===== src/design/bgmc_pkg.sv =====
// ----------------------------------------------------------------------------
// bgmc_pkg: shared types and constants for the button gesture mode cycler
// Item structs, event codes, register map and register reset values.
// ----------------------------------------------------------------------------
package bgmc_pkg;

    localparam int unsigned STAMP_W   = 32;
    localparam int unsigned TIME_W    = 16;
    localparam int unsigned CLICK_W   = 8;
    localparam int unsigned STYLE_W   = 2;
    localparam int unsigned ADDR_W    = 4;
    localparam int unsigned DATA_W    = 32;

    localparam logic [CLICK_W-1:0] CLICK_MAX  = 8'd255;
    localparam logic [STYLE_W-1:0] DRAW_LAST  = 2'd2;
    localparam logic [STYLE_W-1:0] THEME_LAST = 2'd2;

    // register indexes, byte address is 4 * index
    localparam logic [1:0] REG_DEBOUNCE   = 2'd0;
    localparam logic [1:0] REG_LONG_PRESS = 2'd1;
    localparam logic [1:0] REG_CLICK_GAP  = 2'd2;

    localparam logic [TIME_W-1:0] DEBOUNCE_RST   = 16'd30;
    localparam logic [TIME_W-1:0] LONG_PRESS_RST = 16'd800;
    localparam logic [TIME_W-1:0] CLICK_GAP_RST  = 16'd350;

    typedef enum logic [1:0] {
        EV_NONE   = 2'd0,
        EV_LONG   = 2'd1,
        EV_SINGLE = 2'd2,
        EV_MULTI  = 2'd3
    } t_event;

    typedef struct packed {
        logic               raw_pressed;
        logic [STAMP_W-1:0] now_ms;
    } t_in_item;

    typedef struct packed {
        logic [1:0]         event_code;
        logic               stable_level;
        logic [STYLE_W-1:0] draw_style;
        logic [STYLE_W-1:0] theme_style;
        logic [1:0]         speed_slot;
    } t_out_item;

    typedef struct packed {
        logic [TIME_W-1:0] debounce_time;
        logic [TIME_W-1:0] long_press_time;
        logic [TIME_W-1:0] click_gap_time;
    } t_cfg;

endpackage


===== src/design/bgmc_cfg_regs.sv =====
// ----------------------------------------------------------------------------
// bgmc_cfg_regs: configuration register file
// APB-style write/read of the three timing registers; zero wait states.
// ----------------------------------------------------------------------------
module bgmc_cfg_regs
    import bgmc_pkg::*;
(
    input  logic              i_clk,
    input  logic              i_rst_n,
    input  logic              psel,
    input  logic              penable,
    input  logic              pwrite,
    input  logic [ADDR_W-1:0] paddr,
    input  logic [DATA_W-1:0] pwdata,
    output logic [DATA_W-1:0] prdata,
    output logic              pready,
    output t_cfg              o_cfg
);

    t_cfg        r_cfg;
    logic        w_wr;
    logic [1:0]  w_idx;

    assign pready = 1'b1;
    assign w_wr   = psel && penable && pwrite;
    assign w_idx  = paddr[3:2];
    assign o_cfg  = r_cfg;

    always_ff @(posedge i_clk) begin
        if (!i_rst_n) begin
            r_cfg.debounce_time   <= DEBOUNCE_RST;
            r_cfg.long_press_time <= LONG_PRESS_RST;
            r_cfg.click_gap_time  <= CLICK_GAP_RST;
        end else if (w_wr) begin
            case (w_idx)
                REG_DEBOUNCE:   r_cfg.debounce_time   <= pwdata[TIME_W-1:0];
                REG_LONG_PRESS: r_cfg.long_press_time <= pwdata[TIME_W-1:0];
                REG_CLICK_GAP:  r_cfg.click_gap_time  <= pwdata[TIME_W-1:0];
                default: ;  // unmapped address: drop the write
            endcase
        end
    end

    always_comb begin
        case (w_idx)
            REG_DEBOUNCE:   prdata = DATA_W'(r_cfg.debounce_time);
            REG_LONG_PRESS: prdata = DATA_W'(r_cfg.long_press_time);
            REG_CLICK_GAP:  prdata = DATA_W'(r_cfg.click_gap_time);
            default:        prdata = '0;
        endcase
    end

endmodule


===== src/design/button_gesture_mode_cycler_core.sv =====
// ----------------------------------------------------------------------------
// button_gesture_mode_cycler_core: debounced button gestures to mode changes
// Debounce, long press, single and multi click on polled samples.
//
//   channel  | valid       | stall       | payload
//   ---------+-------------+-------------+-------------------------
//   in       | i_in_valid  | o_in_stall  | i_in_data  (t_in_item)
//   out      | o_out_valid | i_out_stall | o_out_data (t_out_item)
//   config   | psel/penable/pwrite, pready always high, paddr 4 bits
//
// One item per cycle sustained while the output is not stalled; each item
// passes the input register, then the result register. All gesture state
// updates in the cycle an item moves from the input register to the result
// register. Synchronous reset to documented values; r_in, r_out not reset.
// A stalled result holds the result register; the input register still takes
// an item when empty, then stalls the input side.
// ----------------------------------------------------------------------------
module button_gesture_mode_cycler_core
    import bgmc_pkg::*;
#(
    parameter int unsigned SPEED_PRESET_COUNT = 4
) (
    input  logic              i_clk,
    input  logic              i_rst_n,
    input  logic              i_in_valid,
    output logic              o_in_stall,
    input  t_in_item          i_in_data,
    output logic              o_out_valid,
    input  logic              i_out_stall,
    output t_out_item         o_out_data,
    input  logic              psel,
    input  logic              penable,
    input  logic              pwrite,
    input  logic [ADDR_W-1:0] paddr,
    input  logic [DATA_W-1:0] pwdata,
    output logic [DATA_W-1:0] prdata,
    output logic              pready
);

    localparam int unsigned SPEED_W = $clog2(SPEED_PRESET_COUNT);
    localparam logic [SPEED_W-1:0] SPEED_LAST = SPEED_W'(SPEED_PRESET_COUNT - 1);

    t_cfg w_cfg;

    bgmc_cfg_regs u_cfg_regs (
        .i_clk   (i_clk),
        .i_rst_n (i_rst_n),
        .psel    (psel),
        .penable (penable),
        .pwrite  (pwrite),
        .paddr   (paddr),
        .pwdata  (pwdata),
        .prdata  (prdata),
        .pready  (pready),
        .o_cfg   (w_cfg)
    );

    // pipeline registers
    logic               r_in_valid;
    t_in_item           r_in;
    logic               r_out_valid;
    t_out_item          r_out;

    // gesture state
    logic               r_last_raw,   n_last_raw;
    logic [STAMP_W-1:0] r_edge_stamp, n_edge_stamp;
    logic               r_level,      n_level;
    logic [STAMP_W-1:0] r_press_stamp, n_press_stamp;
    logic [STAMP_W-1:0] r_rel_stamp,  n_rel_stamp;
    logic               r_long_done,  n_long_done;
    logic [CLICK_W-1:0] r_click_count, n_click_count;
    logic [STYLE_W-1:0] r_draw,       n_draw;
    logic [STYLE_W-1:0] r_theme,      n_theme;
    logic [SPEED_W-1:0] r_speed,      n_speed;
    t_out_item          n_out;

    logic               w_out_adv;
    logic               w_step;
    logic [STAMP_W-1:0] w_edge_age;
    logic [STAMP_W-1:0] w_press_age;
    logic [STAMP_W-1:0] w_rel_age;
    logic               w_settled;
    logic               w_long_hit;
    t_event             w_event;
    logic [SPEED_W+1:0] w_speed_ext;

    assign w_out_adv   = !r_out_valid || !i_out_stall;
    assign w_step      = r_in_valid && w_out_adv;
    assign o_in_stall  = r_in_valid && !w_out_adv;
    assign o_out_valid = r_out_valid;
    assign o_out_data  = r_out;

    always_comb begin
        n_last_raw    = r_last_raw;
        n_edge_stamp  = r_edge_stamp;
        n_level       = r_level;
        n_press_stamp = r_press_stamp;
        n_rel_stamp   = r_rel_stamp;
        n_long_done   = r_long_done;
        n_click_count = r_click_count;
        n_draw        = r_draw;
        n_theme       = r_theme;
        n_speed       = r_speed;
        w_event       = EV_NONE;
        w_long_hit    = 1'b0;

        if (r_in.raw_pressed != r_last_raw) begin
            n_last_raw   = r_in.raw_pressed;
            n_edge_stamp = r_in.now_ms;
        end
        w_edge_age = r_in.now_ms - n_edge_stamp;
        w_settled  = w_edge_age >= STAMP_W'(w_cfg.debounce_time);

        if (w_settled && (r_in.raw_pressed != r_level)) begin
            n_level = r_in.raw_pressed;
            if (r_in.raw_pressed) begin
                n_press_stamp = r_in.now_ms;
                n_long_done   = 1'b0;
            end else begin
                n_rel_stamp = r_in.now_ms;
                // a release that ends a long press adds no click
                if (!r_long_done && (r_click_count != CLICK_MAX)) begin
                    n_click_count = r_click_count + CLICK_W'(1);
                end
            end
        end

        w_press_age = r_in.now_ms - n_press_stamp;
        w_rel_age   = r_in.now_ms - n_rel_stamp;

        if (w_settled && n_level && !n_long_done &&
            (w_press_age >= STAMP_W'(w_cfg.long_press_time))) begin
            w_event       = EV_LONG;
            w_long_hit    = 1'b1;
            n_long_done   = 1'b1;
            n_click_count = '0;
        end

        if (w_settled && !w_long_hit && !n_level && (n_click_count != '0) &&
            (w_rel_age >= STAMP_W'(w_cfg.click_gap_time))) begin
            if (n_click_count == CLICK_W'(1)) begin
                w_event = EV_SINGLE;
                // advance the combined mode: draw is the low digit, base 3
                if (r_draw == DRAW_LAST) begin
                    n_draw  = '0;
                    n_theme = (r_theme == THEME_LAST) ? '0 : r_theme + STYLE_W'(1);
                end else begin
                    n_draw = r_draw + STYLE_W'(1);
                end
            end else begin
                w_event = EV_MULTI;
                n_speed = (r_speed == SPEED_LAST) ? '0 : r_speed + SPEED_W'(1);
            end
            n_click_count = '0;
        end

        w_speed_ext        = (SPEED_W + 2)'(n_speed);
        n_out.event_code   = w_event;
        n_out.stable_level = n_level;
        n_out.draw_style   = n_draw;
        n_out.theme_style  = n_theme;
        n_out.speed_slot   = w_speed_ext[1:0];
    end

    always_ff @(posedge i_clk) begin
        if (!i_rst_n) begin
            r_in_valid    <= 1'b0;
            r_out_valid   <= 1'b0;
            r_last_raw    <= 1'b0;
            r_edge_stamp  <= '0;
            r_level       <= 1'b0;
            r_press_stamp <= '0;
            r_rel_stamp   <= '0;
            r_long_done   <= 1'b0;
            r_click_count <= '0;
            r_draw        <= '0;
            r_theme       <= '0;
            r_speed       <= '0;
        end else begin
            if (!o_in_stall) begin
                r_in_valid <= i_in_valid;
            end
            if (w_out_adv) begin
                r_out_valid <= r_in_valid;
            end
            if (w_step) begin
                r_last_raw    <= n_last_raw;
                r_edge_stamp  <= n_edge_stamp;
                r_level       <= n_level;
                r_press_stamp <= n_press_stamp;
                r_rel_stamp   <= n_rel_stamp;
                r_long_done   <= n_long_done;
                r_click_count <= n_click_count;
                r_draw        <= n_draw;
                r_theme       <= n_theme;
                r_speed       <= n_speed;
            end
        end
    end

    always_ff @(posedge i_clk) begin
        if (i_in_valid && !o_in_stall) begin
            r_in <= i_in_data;
        end
        if (w_step) begin
            r_out <= n_out;
        end
    end

`ifndef SYNTH
    a_long_pressed: assert property (@(posedge i_clk) disable iff (!i_rst_n)
        o_out_valid && (o_out_data.event_code == EV_LONG)
        |-> o_out_data.stable_level && r_long_done && (r_click_count == '0))
        else $error("long press result without held, latched state");

    a_click_released: assert property (@(posedge i_clk) disable iff (!i_rst_n)
        o_out_valid && ((o_out_data.event_code == EV_SINGLE) ||
                        (o_out_data.event_code == EV_MULTI))
        |-> !o_out_data.stable_level && (r_click_count == '0))
        else $error("click result while pressed or with clicks left pending");

    a_style_range: assert property (@(posedge i_clk) disable iff (!i_rst_n)
        o_out_valid |-> (o_out_data.draw_style != 2'd3) &&
                        (o_out_data.theme_style != 2'd3))
        else $error("draw or theme style out of range");

    a_speed_range: assert property (@(posedge i_clk) disable iff (!i_rst_n)
        r_speed <= SPEED_LAST)
        else $error("speed index beyond last preset");

    a_state_hold: assert property (@(posedge i_clk) disable iff (!i_rst_n)
        !w_step |=> $stable(r_click_count) && $stable(r_draw) && $stable(r_speed))
        else $error("gesture state changed without an item");
`endif

endmodule

===== config.mk =====
export PLATFORM = sky130hd
export DESIGN_NAME = button_gesture_mode_cycler_core
export DESIGN_NICKNAME = d
export VERILOG_FILES = /design/src/design/bgmc_pkg.sv /design/src/design/bgmc_cfg_regs.sv /design/src/design/button_gesture_mode_cycler_core.sv
export SDC_FILE = /design/constraint.sdc
export NUM_CORES = 1
export LEC_CHECK = 0
export BUFFER_PORTS_ARGS = -buffer_cell sky130_fd_sc_hd__buf_2
export CAP_MARGIN = 20
export CORE_ASPECT_RATIO = 0.8
export CORE_MARGIN = 8
export CORE_UTILIZATION = 43
export DETAILED_ROUTE_END_ITERATION = 8
export SETUP_SLACK_MARGIN = 0.5
export SYNTH_ARGS = -nofsm -noshare
export SYNTH_HDL_FRONTEND = slang
export SYNTH_SLANG_ARGS = --single-unit

===== constraint.sdc =====
create_clock -name i_clk -period 22.4 [get_ports i_clk]
set_input_delay 0 -clock i_clk [delete_from_list [all_inputs] [get_ports i_clk]]
set_output_delay 0 -clock i_clk [all_outputs]
set_load 0.02 [all_outputs]

==> metrics.txt, run 1 <==
# TYPE chip_impl_metric gauge
chip_impl_metric{name="synth_async_sr_flop_share",unit="%"} 0
chip_impl_metric{name="critical_path_required",unit="ns"} 22.85
chip_impl_info{name="setup.worst_path.start_class",value="flop"} 1
chip_impl_metric{name="synth_cell_type_count",unit=""} 97
chip_impl_metric{name="slowest_delay",unit="ns"} 0.74
chip_impl_info{name="hold_class",value="in2reg"} 1
chip_impl_info{name="cpLargestDelayFamily",value="compound AO/OA/AOI/OAI gates"} 1
chip_impl_metric{name="power_density",unit="nW/um^2"} 68.8
chip_impl_metric{name="yosys_warnings",unit=""} 0
chip_impl_metric{name="critical_path.n_buffers_inverters",unit=""} 3
chip_impl_metric{name="slew_at_the_pin_with_the_worst_max_slew_slack",unit="ns"} 1.04
chip_impl_metric{name="cts-htree-levels",unit=""} 1
chip_impl_metric{name="synth_xor_area_share",unit="%"} 3.78
chip_impl_metric{name="final.fill_count",unit=""} 3522
chip_impl_metric{name="grt_pass1_vias",unit=""} 13721
chip_impl_metric{name="placeable_core_region",unit="um^2"} 35900
chip_impl_metric{name="max_freq",unit="MHz"} 74.7
chip_impl_info{name="endpoint_kind",value="flop"} 1
chip_impl_metric{name="synth_simple_gate_area_share",unit="%"} 21.2
chip_impl_metric{name="grt_util_met3",unit="%"} 3.12
chip_impl_metric{name="ys_seq_area_share",unit="%"} 28.8
chip_impl_metric{name="post_route_cells_drive_above_1_share",unit="%"} 8.94
chip_impl_metric{name="hold_viol",unit=""} 0
chip_impl_info{name="result_of_the_run",value="finished, final reports clean"} 1
chip_impl_metric{name="vdd.ir_drop.worst",unit="V"} 0.0000600
chip_impl_metric{name="later_pin_clock_latency_in_the_skew_report",unit="ns"} 0.56
chip_impl_metric{name="critPathArrivalTime",unit="ns"} 13.84
chip_impl_metric{name="gp_congestion",unit=""} 0.907
chip_impl_metric{name="postSynthCellCount",unit=""} 1992
chip_impl_metric{name="vias",unit=""} 14498
chip_impl_metric{name="placement.io_buffers",unit=""} 84
chip_impl_metric{name="groute.usage.overall",unit="%"} 20.4
chip_impl_metric{name="dr.pass1.iters",unit=""} 5
chip_impl_metric{name="antenna_left",unit=""} 0
chip_impl_metric{name="initial_utilization",unit="%"} 43.7
chip_impl_metric{name="worst-path-max-fanout",unit=""} 19
chip_impl_metric{name="synthesis.area_per_instance",unit="um^2"} 7.88
chip_impl_metric{name="seq_area",unit="um^2"} 4520
chip_impl_metric{name="finalWorstPathRequiredPeriod",unit="ns"} 13.38
chip_impl_metric{name="p_total",unit="uW"} 1230
chip_impl_metric{name="drt_first_iter_violations",unit=""} 1100
chip_impl_metric{name="grt_start_max_net_pins",unit=""} 103
chip_impl_metric{name="slew_violations",unit=""} 0
chip_impl_metric{name="multi_input_logic_area",unit="um^2"} 10500
chip_impl_metric{name="dp_hpwl",unit="um"} 33800
chip_impl_metric{name="total_cts_buffers",unit=""} 25
chip_impl_metric{name="finalWirelength",unit="um"} 45700
chip_impl_metric{name="grt_met2_usage",unit="%"} 31.4
chip_impl_metric{name="die_span_y",unit="um"} 187
chip_impl_metric{name="static-leakage-power",unit="uW"} 0.00693
chip_impl_metric{name="number_of_remaining_drc_errors",unit=""} 0
chip_impl_metric{name="global_route.usage.met1",unit="%"} 29.6
chip_impl_info{name="crit_type",value="reg2reg"} 1
chip_impl_info{name="crit_path_frequent_cell",value="ha_1"} 1
chip_impl_info{name="main_combinational_cell_family_by_area_after_synthesis",value="compound AO/OA/AOI/OAI gates"} 1
chip_impl_metric{name="clock-skew-final",unit="ns"} 0.0257
chip_impl_metric{name="finalSetupTns",unit="ns"} 0
chip_impl_metric{name="count_of_antenna_diodes_in_the_layout",unit=""} 0
chip_impl_info{name="yosys.area.top_type",value="dfxtp_1"} 1
chip_impl_metric{name="clkTransAtPathRegs",unit="ns"} 0.06
chip_impl_info{name="setup_repair_after_global_routing_missed_its_margin",value="no"} 1
chip_impl_metric{name="max-slew-margin-rel",unit="%"} 30.2
chip_impl_metric{name="yosysTopAreaCellShare",unit="%"} 20.8
chip_impl_metric{name="post_synth_mux_area_share",unit="%"} 7.08
chip_impl_metric{name="synth_fa_ha_area_share",unit="%"} 11.1
chip_impl_metric{name="drt-wirelength-per-cell",unit="um"} 17.8
chip_impl_metric{name="overall_die_area",unit="um^2"} 42900
chip_impl_metric{name="placement_rows",unit=""} 62
chip_impl_metric{name="cts_num_sinks",unit=""} 205
chip_impl_metric{name="setup-violations-final",unit=""} 0
chip_impl_metric{name="fin_crit_sh",unit="%"} 59.8
chip_impl_metric{name="grt.overflow.total",unit=""} 0
chip_impl_info{name="tritoncts",value="yes"} 1
chip_impl_metric{name="synth_compound_area_share",unit="%"} 22.8
chip_impl_metric{name="post_cts_resized",unit=""} 0
chip_impl_metric{name="vias_per_cell",unit=""} 5.64
chip_impl_info{name="synth.top_cells.by_area",value="dfxtp_1 (21%), ha_1 (10%), edfxtp_1 (8.0%)"} 1
chip_impl_metric{name="edff_count_synth",unit=""} 42
chip_impl_info{name="crit_path_top_delay_cell",value="nor4_1"} 1
chip_impl_metric{name="ff_latch_count_synth",unit=""} 205
chip_impl_metric{name="antenna_found_initial",unit=""} 0
chip_impl_metric{name="max_cap_viol_count",unit=""} 0
chip_impl_info{name="synth-main-ff-cell",value="dfxtp_1"} 1
chip_impl_metric{name="layout-area-overhead-vs-synth",unit="%"} 13.8
chip_impl_metric{name="syn_area",unit="um^2"} 15700
chip_impl_metric{name="die_width",unit="um"} 230
chip_impl_metric{name="layout.nets",unit=""} 2281
chip_impl_info{name="global_route.peak_usage_layer",value="met2"} 1
chip_impl_info{name="clockRootBuffer",value="clkbuf_16"} 1
chip_impl_metric{name="pin_count",unit=""} 120
chip_impl_metric{name="grt_pass1_wl",unit="um"} 73100
chip_impl_metric{name="clock_tree.buffer_depth",unit=""} 3
-- repair_timing --
| action | CTS | global route |
|---|---|---|
| hold endpoints to repair | 86 | 0 |
| setup buffers | 0 | 0 |
| endpoints found under the setup margin | 0 | 0 |
| hold buffers | 55 | 0 |
-- layout by cell type, fill, tap and decap left out, drive strengths merged, types with 34 or more instances in the layout --
cell | Yosys | routed
nor3 | 34 | 34
buf | 36 | 97
nor2 | 184 | 184
inv | 82 | 85
a211oi | 69 | 69
o21ai | 107 | 107
dfxtp | 163 | 163
mux2i | 101 | 101
ha | 130 | 130
nor2b | 45 | 45
nand2b | 34 | 34
a21oi | 197 | 197
xnor2 | 43 | 43
edfxtp | 42 | 42
nand2 | 289 | 289
dlygate4sd3 | 0 | 55
-- worst paths after layout --
check | from | end | slack [ns] | cells after the start
max reg2reg | r_in[32] | r_click_count[1] | 9.02 | 52
min | pwrite | u_cfg_regs.o_cfg[38] | 0.05 | 5
max | r_in[32] | r_click_count[1] | 9.02 | 52
min reg2reg | r_press_stamp[13] | r_press_stamp[13] | 0.45 | 2
-- Yosys cell counts, types with 7 or more instances --
library cell and n:
xnor2_1 42, and3_1 14, ha_1 130, a21oi_1 195, and2_1 8, mux2_2 9
nor3_1 34, dfxtp_1 163, xor2_1 22, nand4_1 23, nand2_1 289, o211ai_1 21
o21bai_1 13, nor3b_1 7, clkbuf_1 77, o21a_1 15, nand3_1 33, a211o_1 7
inv_1 81, a211oi_1 67, edfxtp_1 42, a21o_1 33, mux2i_1 101, nor4_1 7
buf_1 10, a31oi_1 19, nor2_1 183, buf_2 7, o21ai_0 93, nand2b_1 34
or3_1 8, maj3_1 7, buf_4 19, nor2b_1 44, o21ai_1 14
-- tightest hold or removal path, stage by stage --
cell and delay, ns:
buf_2 0.11, nand3_1 0.17, nor3_2 0.14, nand2_1 0.09, a21oi_1 0.06
-- registers in the layout, indices dropped and copies added, names as in the netlist, 2 cells and up --
| signal | count |
|---|---|
| o_out_data | 9 |
| r_click_count | 8 |
| r_draw | 2 |
| r_edge_stamp | 32 |
| r_in | 33 |
| r_press_stamp | 32 |
| r_rel_stamp | 32 |
| r_speed | 2 |
| r_theme | 2 |
| u_cfg_regs.o_cfg | 48 |
-- per-stage QoR --
stage	utilization (%)	hold WS [ns]	area (um^2)	worst slack, ns	instances
finish	49.7	0.0468	17900	9.02	2572
global route	49.7	0.106	17900	8.45	2572
CTS	49.7	0.00696	17900	9.00	2571
detailed placement	45.7	0.178	16400	9.06	2470
global placement	45.7	0.176	16400	9.19	2470
floorplan	-	0.0989	15800	11.55	2007
-- routing by layer --
layer | wire length (um) | part of all wire, %
met1 | 22700 | 50
met2 | 19600 | 43
met3 | 2360 | 5.2
met4 | 974 | 2.1
met5 | 0 | 0
-- cell families after synthesis --
family | count (synthesis)
and+or+nand+nor | 715
AOI/OAI and AO/OA | 560
DFF | 205
buffers and inverters | 195
adders and majority gates | 139
muxes | 110
xor gates and xnor gates | 66
other | 2
-- power breakdown --
| part | internal [uW] | switching [uW] | total, uW |
|---|---|---|---|
| Clock | 264 | 175 | 439 |
| Combinational | 152 | 225 | 377 |
| Sequential | 394 | 18.7 | 412 |
| Total | 810 | 419 | 1230 |
-- cell type report --
| class | count | area share (%) |
|---|---|---|
| Sequential cell | 205 | 25.3 |
| Tap cell | 480 | 3.36 |
| Clock inverter | 17 | 1.12 |
| Inverter | 82 | 1.75 |
| Multi-Input combinational cell | 1607 | 58.6 |
| Timing Repair Buffer | 152 | 6.02 |
| Clock buffer | 29 | 3.81 |
Note: power is estimated with default switching activity, not from simulation.
==> run 2: changes to the inputs <==
- clock period: 22.4 -> 13.5 ns (I/O delays scaled with it)
==> run 2 against run 1 <==
Compared with the run above: sequential power is 66% higher; clock power rose by 66%; combinational power rose by 67%; sequential share of layout area is 0.12 points lower; hold slack got worse by 0.00075 ns; wire length increased by 1.6%; design area is 0.48% higher; clock-buffer cell count grew 3; non-clock buffer count up 5; sequential cell count unchanged; register-to-register slack worse by 7.5 ns; final cell count is 0.19% higher; critical endpoint unchanged.
==> metrics.txt, run 2 (synthesis gave the netlist of run 1 again) <==
# TYPE chip_impl_metric gauge
chip_impl_metric{name="finalHoldWorstSlack",unit="ns"} 0.0461
chip_impl_info{name="setup_repair_after_global_routing_missed_its_margin",value="no"} 1
chip_impl_info{name="crit_path_top_delay_cell",value="edfxtp_1"} 1
chip_impl_metric{name="layout.nets",unit=""} 2286
chip_impl_metric{name="power_density",unit="nW/um^2"} 114
chip_impl_metric{name="grt_pass1_vias",unit=""} 13781
chip_impl_info{name="setup.worst_path.start_class",value="flop"} 1
chip_impl_metric{name="pin_count",unit=""} 120
chip_impl_info{name="crit_type",value="reg2reg"} 1
chip_impl_metric{name="fin_crit_sh",unit="%"} 88.6
chip_impl_metric{name="die_width",unit="um"} 230
chip_impl_info{name="min-delay-start",value="paddr[3]"} 1
chip_impl_metric{name="finalWirelength",unit="um"} 46400
chip_impl_metric{name="placeable_core_region",unit="um^2"} 35900
chip_impl_metric{name="grt.overflow.total",unit=""} 0
chip_impl_metric{name="later_pin_clock_latency_in_the_skew_report",unit="ns"} 0.56
chip_impl_info{name="layout.cells.most_common_list",value="nand2_1 (289), a21oi_1 (194), nor2_1 (181)"} 1
chip_impl_metric{name="antenna_found_initial",unit=""} 0
chip_impl_metric{name="drt_first_iter_violations",unit=""} 1041
chip_impl_metric{name="slew_at_the_pin_with_the_worst_max_slew_slack",unit="ns"} 1.01
chip_impl_metric{name="clock_tree.buffer_depth",unit=""} 3
chip_impl_metric{name="critical_path.n_buffers_inverters",unit=""} 4
chip_impl_metric{name="finalWorstPathRequiredPeriod",unit="ns"} 11.96
chip_impl_info{name="endpoint_kind",value="flop"} 1
chip_impl_metric{name="setup-violations-final",unit=""} 0
chip_impl_info{name="rr_startpoint",value="r_in[32]"} 1
chip_impl_metric{name="cts_num_sinks",unit=""} 205
chip_impl_metric{name="largest_register_ffs",unit=""} 48
chip_impl_metric{name="max_freq",unit="MHz"} 83.6
chip_impl_info{name="final_common_cell",value="nand2_1"} 1
chip_impl_metric{name="post_route_cells_drive_above_1_share",unit="%"} 9.35
chip_impl_metric{name="vias_per_cell",unit=""} 5.69
chip_impl_metric{name="clkTransAtPathRegs",unit="ns"} 0.07
chip_impl_metric{name="slowest_delay",unit="ns"} 0.58
chip_impl_metric{name="critical_path_required",unit="ns"} 13.95
chip_impl_metric{name="grt_pass1_wl",unit="um"} 74100
chip_impl_metric{name="gp_congestion",unit=""} 0.905
chip_impl_metric{name="die_span_y",unit="um"} 187
chip_impl_info{name="critical_path.reg2reg.endpoint",value="r_click_count[1]"} 1
chip_impl_metric{name="postCtsSetupRepairBufs",unit=""} 0
chip_impl_metric{name="grt_start_max_net_pins",unit=""} 88
chip_impl_info{name="clockRootBuffer",value="clkbuf_16"} 1
chip_impl_metric{name="regToRegSetupSlack",unit="ns"} 1.54
chip_impl_metric{name="vdd.ir_drop.worst",unit="V"} 0.000107
chip_impl_metric{name="max-slew-margin-rel",unit="%"} 32.8
chip_impl_metric{name="finalSetupTns",unit="ns"} 0
chip_impl_metric{name="placement_rows",unit=""} 62
chip_impl_metric{name="max_cap_viol_count",unit=""} 0
chip_impl_metric{name="reg2reg_depth",unit=""} 51
chip_impl_metric{name="dr.pass1.iters",unit=""} 6
chip_impl_info{name="result_of_the_run",value="finished, final reports clean"} 1
chip_impl_info{name="hold_class",value="in2reg"} 1
chip_impl_metric{name="dp_hpwl",unit="um"} 34300
chip_impl_metric{name="count_of_antenna_diodes_in_the_layout",unit=""} 0
chip_impl_metric{name="initial_utilization",unit="%"} 43.7
chip_impl_info{name="cpLargestDelayFamily",value="compound AO/OA/AOI/OAI gates"} 1
chip_impl_metric{name="cts-htree-levels",unit=""} 1
chip_impl_metric{name="groute.usage.overall",unit="%"} 20.8
chip_impl_metric{name="static-leakage-power",unit="uW"} 0.00695
chip_impl_metric{name="overall_die_area",unit="um^2"} 42900
chip_impl_metric{name="critPathArrivalTime",unit="ns"} 12.41
chip_impl_metric{name="drt-wirelength-per-cell",unit="um"} 18.0
chip_impl_metric{name="final.fill_count",unit=""} 3445
chip_impl_metric{name="slew_violations",unit=""} 0
chip_impl_metric{name="worst-path-max-fanout",unit=""} 34
chip_impl_metric{name="vias",unit=""} 14651
chip_impl_info{name="tritoncts",value="yes"} 1
chip_impl_metric{name="antenna_left",unit=""} 0
chip_impl_info{name="hold_path_end",value="u_cfg_regs.o_cfg[39]"} 1
chip_impl_metric{name="layout-area-overhead-vs-synth",unit="%"} 14.3
chip_impl_metric{name="hold_viol",unit=""} 0
chip_impl_metric{name="number_of_remaining_drc_errors",unit=""} 0
chip_impl_metric{name="hold-path-cell-count",unit=""} 4
chip_impl_metric{name="placement.io_buffers",unit=""} 84
chip_impl_metric{name="total_cts_buffers",unit=""} 25
chip_impl_metric{name="clock-skew-final",unit="ns"} 0.0273
run 2: cell types whose count changed in the layout (fill, tap and decap cells not counted), moves of 2 or more:
| cell | before | now |
|---|---|---|
| buf_4 | 12 | 15 |
| bufinv_16 | 4 | 2 |
| clkbuf_16 | 25 | 27 |
| clkinv_1 | 3 | 1 |
| clkinv_2 | 4 | 2 |
| dlygate4sd3_1 | 55 | 57 |
run 2: what timing repair did:
action,4_1_cts,5_1_grt
endpoints found under the setup margin,0,18
hold buffers,57,0
hold endpoints to repair,86,0
resized for setup,0,7
run 2: per-layer routing:
| metal | part of all wire (%) | up-vias | GRT usage (%) | routed length [um] |
|---|---|---|---|---|
| met4 | 2.4 | 0 | 5.24 | 1110 |
| li1 | - | 7311 | - | - |
| met2 | 42 | 347 | 31.5 | 19500 |
| met1 | 50 | 6924 | 30.4 | 23100 |
| met3 | 5.7 | 69 | 3.06 | 2650 |
| met5 | 0 | - | 0 | 0 |
run 2: report_power, final:
part | internal [uW] | switching (uW) | total (uW)
combinational | 254 | 377 | 631
clock | 431 | 296 | 727
sequential | 653 | 31.0 | 684
run 2: worst max path at each step:
stage,slack (ns),from,depth (start not counted),to
2_1_floorplan,2.65,r_in[32],52,r_click_count[5]
3_3_place_gp,1.18,r_in[32],51,r_click_count[1]
3_5_place_dp,0.98,r_in[32],50,r_click_count[1]
4_1_cts,0.90,r_in[32],50,r_click_count[1]
5_1_grt,0.51,r_in[32],51,r_click_count[1]
6_report,1.54,r_in[32],51,r_click_count[1]
run 2: final cells by class:
cell class / instances / area, um^2 / share of cell area (%)
Multi-Input combinational cell: 1607 / 10500 / 58.5
Sequential cell: 205 / 4520 / 25.2
Timing Repair Buffer: 157 / 1120 / 6.23
Clock buffer: 32 / 744 / 4.15
Tap cell: 480 / 601 / 3.35
Inverter: 82 / 313 / 1.74
Clock inverter: 14 / 145 / 0.808
run 2: through the flow:
step / total power, uW / worst slack, ns / std cells / util [%] / instance area, um^2
6_report: 2040 / 1.54 / 2577 / 50.0 / 18000
5_1_grt: 2160 / 0.509 / 2577 / 50.0 / 18000
3_3_place_gp: 1290 / 1.18 / 2473 / 45.8 / 16400
4_1_cts: 2050 / 0.895 / 2576 / 49.8 / 17900
3_5_place_dp: 1300 / 0.983 / 2473 / 45.8 / 16400
2_1_floorplan: 1150 / 2.65 / 2007 / - / 15800
run 2: tightest hold or removal path, stage by stage:
cell	delay [ns]
buf_2	0.30
nor3_2	0.14
nand2_1	0.06
a21oi_1	0.05
==> run 3: changes to the inputs <==
- ABC_AREA: unset -> 1
==> run 3 against run 2 <==
Compared with the run above: die area hardly changed; synthesized area hardly changed; global-route usage is 1.6 points higher; via count is 4.8% higher; total power is 2.2% higher; synthesized cell count is 17% higher; final cell count is 14% higher; worst setup slack better by 2.1 ns; sequential power is 0.9% higher; wire length is 6.9% higher; utilization is 0.23 points lower; critical endpoint is now o_out_data[1].
==> metrics.txt, run 3 <==
# TYPE chip_impl_metric gauge
chip_impl_info{name="result_of_the_run",value="finished, final reports clean"} 1
chip_impl_metric{name="count_of_antenna_diodes_in_the_layout",unit=""} 0
chip_impl_metric{name="max_cap_viol_count",unit=""} 0
chip_impl_metric{name="placement.io_buffers",unit=""} 84
chip_impl_info{name="global_route.peak_usage_layer",value="met1"} 1
chip_impl_metric{name="dp_hpwl",unit="um"} 38500
chip_impl_info{name="yosys.cell_count.top_type",value="nand2_1"} 1
chip_impl_metric{name="fin_crit_sh",unit="%"} 73.0
chip_impl_info{name="endpoint_kind",value="flop"} 1
chip_impl_info{name="final_common_cell",value="nand2_1"} 1
chip_impl_metric{name="layout-area-overhead-vs-synth",unit="%"} 14.0
chip_impl_metric{name="post_route_cells_drive_above_1_share",unit="%"} 8.25
chip_impl_metric{name="cts_num_sinks",unit=""} 205
chip_impl_metric{name="antenna_left",unit=""} 0
chip_impl_metric{name="grt_met2_usage",unit="%"} 32.8
chip_impl_metric{name="synth_async_sr_flop_share",unit="%"} 0
chip_impl_metric{name="worst-path-max-fanout",unit=""} 32
chip_impl_metric{name="synthesis.area_per_instance",unit="um^2"} 6.73
chip_impl_metric{name="hold_viol",unit=""} 0
chip_impl_metric{name="post_cts_hold_buffer_count",unit=""} 60
chip_impl_metric{name="postCtsSetupRepairBufs",unit=""} 0
chip_impl_metric{name="gp_congestion",unit=""} 0.915
chip_impl_metric{name="postSynthCellCount",unit=""} 2334
chip_impl_metric{name="vias",unit=""} 15355
chip_impl_metric{name="slew_at_the_pin_with_the_worst_max_slew_slack",unit="ns"} 1.08
chip_impl_metric{name="later_pin_clock_latency_in_the_skew_report",unit="ns"} 0.56
chip_impl_metric{name="ys_seq_area_share",unit="%"} 28.8
chip_impl_metric{name="finalWorstPathRequiredPeriod",unit="ns"} 9.86
chip_impl_metric{name="largest_register_ffs",unit=""} 48
chip_impl_metric{name="ff_latch_count_synth",unit=""} 205
chip_impl_metric{name="finalWirelength",unit="um"} 49600
chip_impl_metric{name="die_span_y",unit="um"} 187
chip_impl_metric{name="initial_utilization",unit="%"} 43.7
chip_impl_metric{name="clock_tree.buffer_depth",unit=""} 3
chip_impl_metric{name="static-leakage-power",unit="uW"} 0.00870
chip_impl_metric{name="global_route.usage.met1",unit="%"} 33.1
chip_impl_metric{name="synth_cell_type_count",unit=""} 52
chip_impl_metric{name="critical_path_required",unit="ns"} 13.78
chip_impl_metric{name="grt_start_max_net_pins",unit=""} 142
chip_impl_info{name="synth-main-ff-cell",value="dfxtp_1"} 1
chip_impl_metric{name="finalSetupTns",unit="ns"} 0
chip_impl_info{name="setup.worst_path.start_class",value="flop"} 1
chip_impl_info{name="tritoncts",value="yes"} 1
chip_impl_metric{name="pin_count",unit=""} 120
chip_impl_info{name="hold_class",value="in2reg"} 1
chip_impl_metric{name="critPathArrivalTime",unit="ns"} 10.14
chip_impl_metric{name="setup-violations-final",unit=""} 0
chip_impl_metric{name="cts-htree-levels",unit=""} 1
chip_impl_metric{name="placement_rows",unit=""} 62
chip_impl_metric{name="total_cts_buffers",unit=""} 24
chip_impl_metric{name="placeable_core_region",unit="um^2"} 36000
chip_impl_metric{name="grt_util_met3",unit="%"} 5.06
chip_impl_metric{name="grt.overflow.total",unit=""} 0
chip_impl_info{name="yosys.area.top_type",value="dfxtp_1"} 1
chip_impl_metric{name="layout.nets",unit=""} 2652
chip_impl_metric{name="overall_die_area",unit="um^2"} 43000
chip_impl_metric{name="number_of_remaining_drc_errors",unit=""} 0
chip_impl_metric{name="vias_per_cell",unit=""} 5.22
chip_impl_metric{name="die_width",unit="um"} 230
chip_impl_metric{name="clkTransAtPathRegs",unit="ns"} 0.06
chip_impl_metric{name="yosysTopAreaCellShare",unit="%"} 20.8
chip_impl_info{name="layout.cells.most_common_list",value="nand2_1 (556), inv_1 (378), o21ai_0 (188)"} 1
chip_impl_info{name="crit_path_frequent_cell",value="nand2_1"} 1
chip_impl_metric{name="drt_first_iter_violations",unit=""} 1258
chip_impl_metric{name="grt_pass1_wl",unit="um"} 77600
chip_impl_info{name="setup_repair_after_global_routing_missed_its_margin",value="no"} 1
chip_impl_metric{name="syn_area",unit="um^2"} 15700
chip_impl_metric{name="post_cts_resized",unit=""} 0
chip_impl_info{name="synth.top_cells.by_area",value="dfxtp_1 (21%), nand2_1 (13%), ha_1 (10%)"} 1
chip_impl_metric{name="critical_path.n_buffers_inverters",unit=""} 6
chip_impl_metric{name="p_total",unit="uW"} 2090
chip_impl_info{name="clockRootBuffer",value="clkbuf_16"} 1
chip_impl_metric{name="grt_pass1_vias",unit=""} 14307
chip_impl_metric{name="dr.pass1.iters",unit=""} 6
chip_impl_metric{name="slowest_delay",unit="ns"} 0.48
chip_impl_info{name="synth_common_cells",value="nand2_1 (556), inv_1 (378), o21ai_0 (188)"} 1
chip_impl_metric{name="power_density",unit="nW/um^2"} 117
chip_impl_metric{name="antenna_found_initial",unit=""} 1
chip_impl_metric{name="max_freq",unit="MHz"} 101
chip_impl_metric{name="yosys_warnings",unit=""} 0
chip_impl_info{name="crit_path_top_delay_cell",value="edfxtp_1"} 1
chip_impl_metric{name="slew_violations",unit=""} 0
chip_impl_metric{name="drt-wirelength-per-cell",unit="um"} 16.9
chip_impl_metric{name="vdd.ir_drop.worst",unit="V"} 0.0000995
chip_impl_metric{name="edff_count_synth",unit=""} 42
chip_impl_info{name="cpLargestDelayFamily",value="simple AND/OR/NAND/NOR gates"} 1
chip_impl_info{name="crit_type",value="reg2reg"} 1
chip_impl_metric{name="clock-skew-final",unit="ns"} 0.0341
chip_impl_metric{name="max-slew-margin-rel",unit="%"} 27.5
chip_impl_metric{name="groute.usage.overall",unit="%"} 22.3
==> run 3: per-layer routing <==
| layer | share of wire [%] | wire, um |
|---|---|---|
| met5 | 0.020 | 10 |
| met1 | 50 | 24800 |
| met2 | 40 | 20000 |
| met3 | 8.2 | 4050 |
| met4 | 1.6 | 788 |
==> run 3: final timing paths <==
check | from | end | slack (ns) | cells after the start
max | r_in[32] | o_out_data[1] | 3.64 | 54
min | pwrite | u_cfg_regs.o_cfg[33] | 0.06 | 4
max reg2reg | r_in[32] | o_out_data[1] | 3.64 | 54
min reg2reg | r_press_stamp[18] | r_press_stamp[18] | 0.46 | 2
==> run 3: layout make-up <==
class | count | area, um^2
clock buffer | 33 | 684
inverter | 398 | 1490
timing repair buffer | 155 | 1140
fill | 3722 | 18100
sequential | 205 | 4520
clock inverter | 11 | 131
tap | 480 | 601
multi-input combinational | 1660 | 9330
==> run 3: cells by family (layout without fill, tap and decap cells) <==
kind of cell	after synthesis	count (layout)	synth area share, %
other cells	2	17	0.0478
flops	205	205	28.8
fa+ha+maj	132	132	10.6
mux	10	10	0.637
xor+xnor	65	65	3.62
buf+inv	484	597	12.2
simple gates	915	915	24.7
compound gates	521	521	19.3
==> run 3: worst min-delay path, cell delays in order <==
cell	delay, ns
buf_2	0.10
nand3_1	0.11
nor2_1	0.18
o211ai_1	0.19
==> run 3: where the power goes <==
group / internal (uW) / switching, uW
logic: 264 / 458
clock network: 396 / 279
registers: 659 / 30.9
total: 1320 / 768
==> run 3: metrics by stage <==
step                hold slack, ns  utilization, %  setup slack [ns]  cell area, um^2  cells
detailed placement           0.178            45.7              3.24            16500   2837
floorplan                   0.0989               -              5.80            15800   2349
finish                      0.0644            49.8              3.64            17900   2942
global route                0.0769            49.8              2.84            17900   2942
CTS                         0.0101            49.7              3.20            17900   2941
global placement             0.177            45.7              3.50            16500   2836
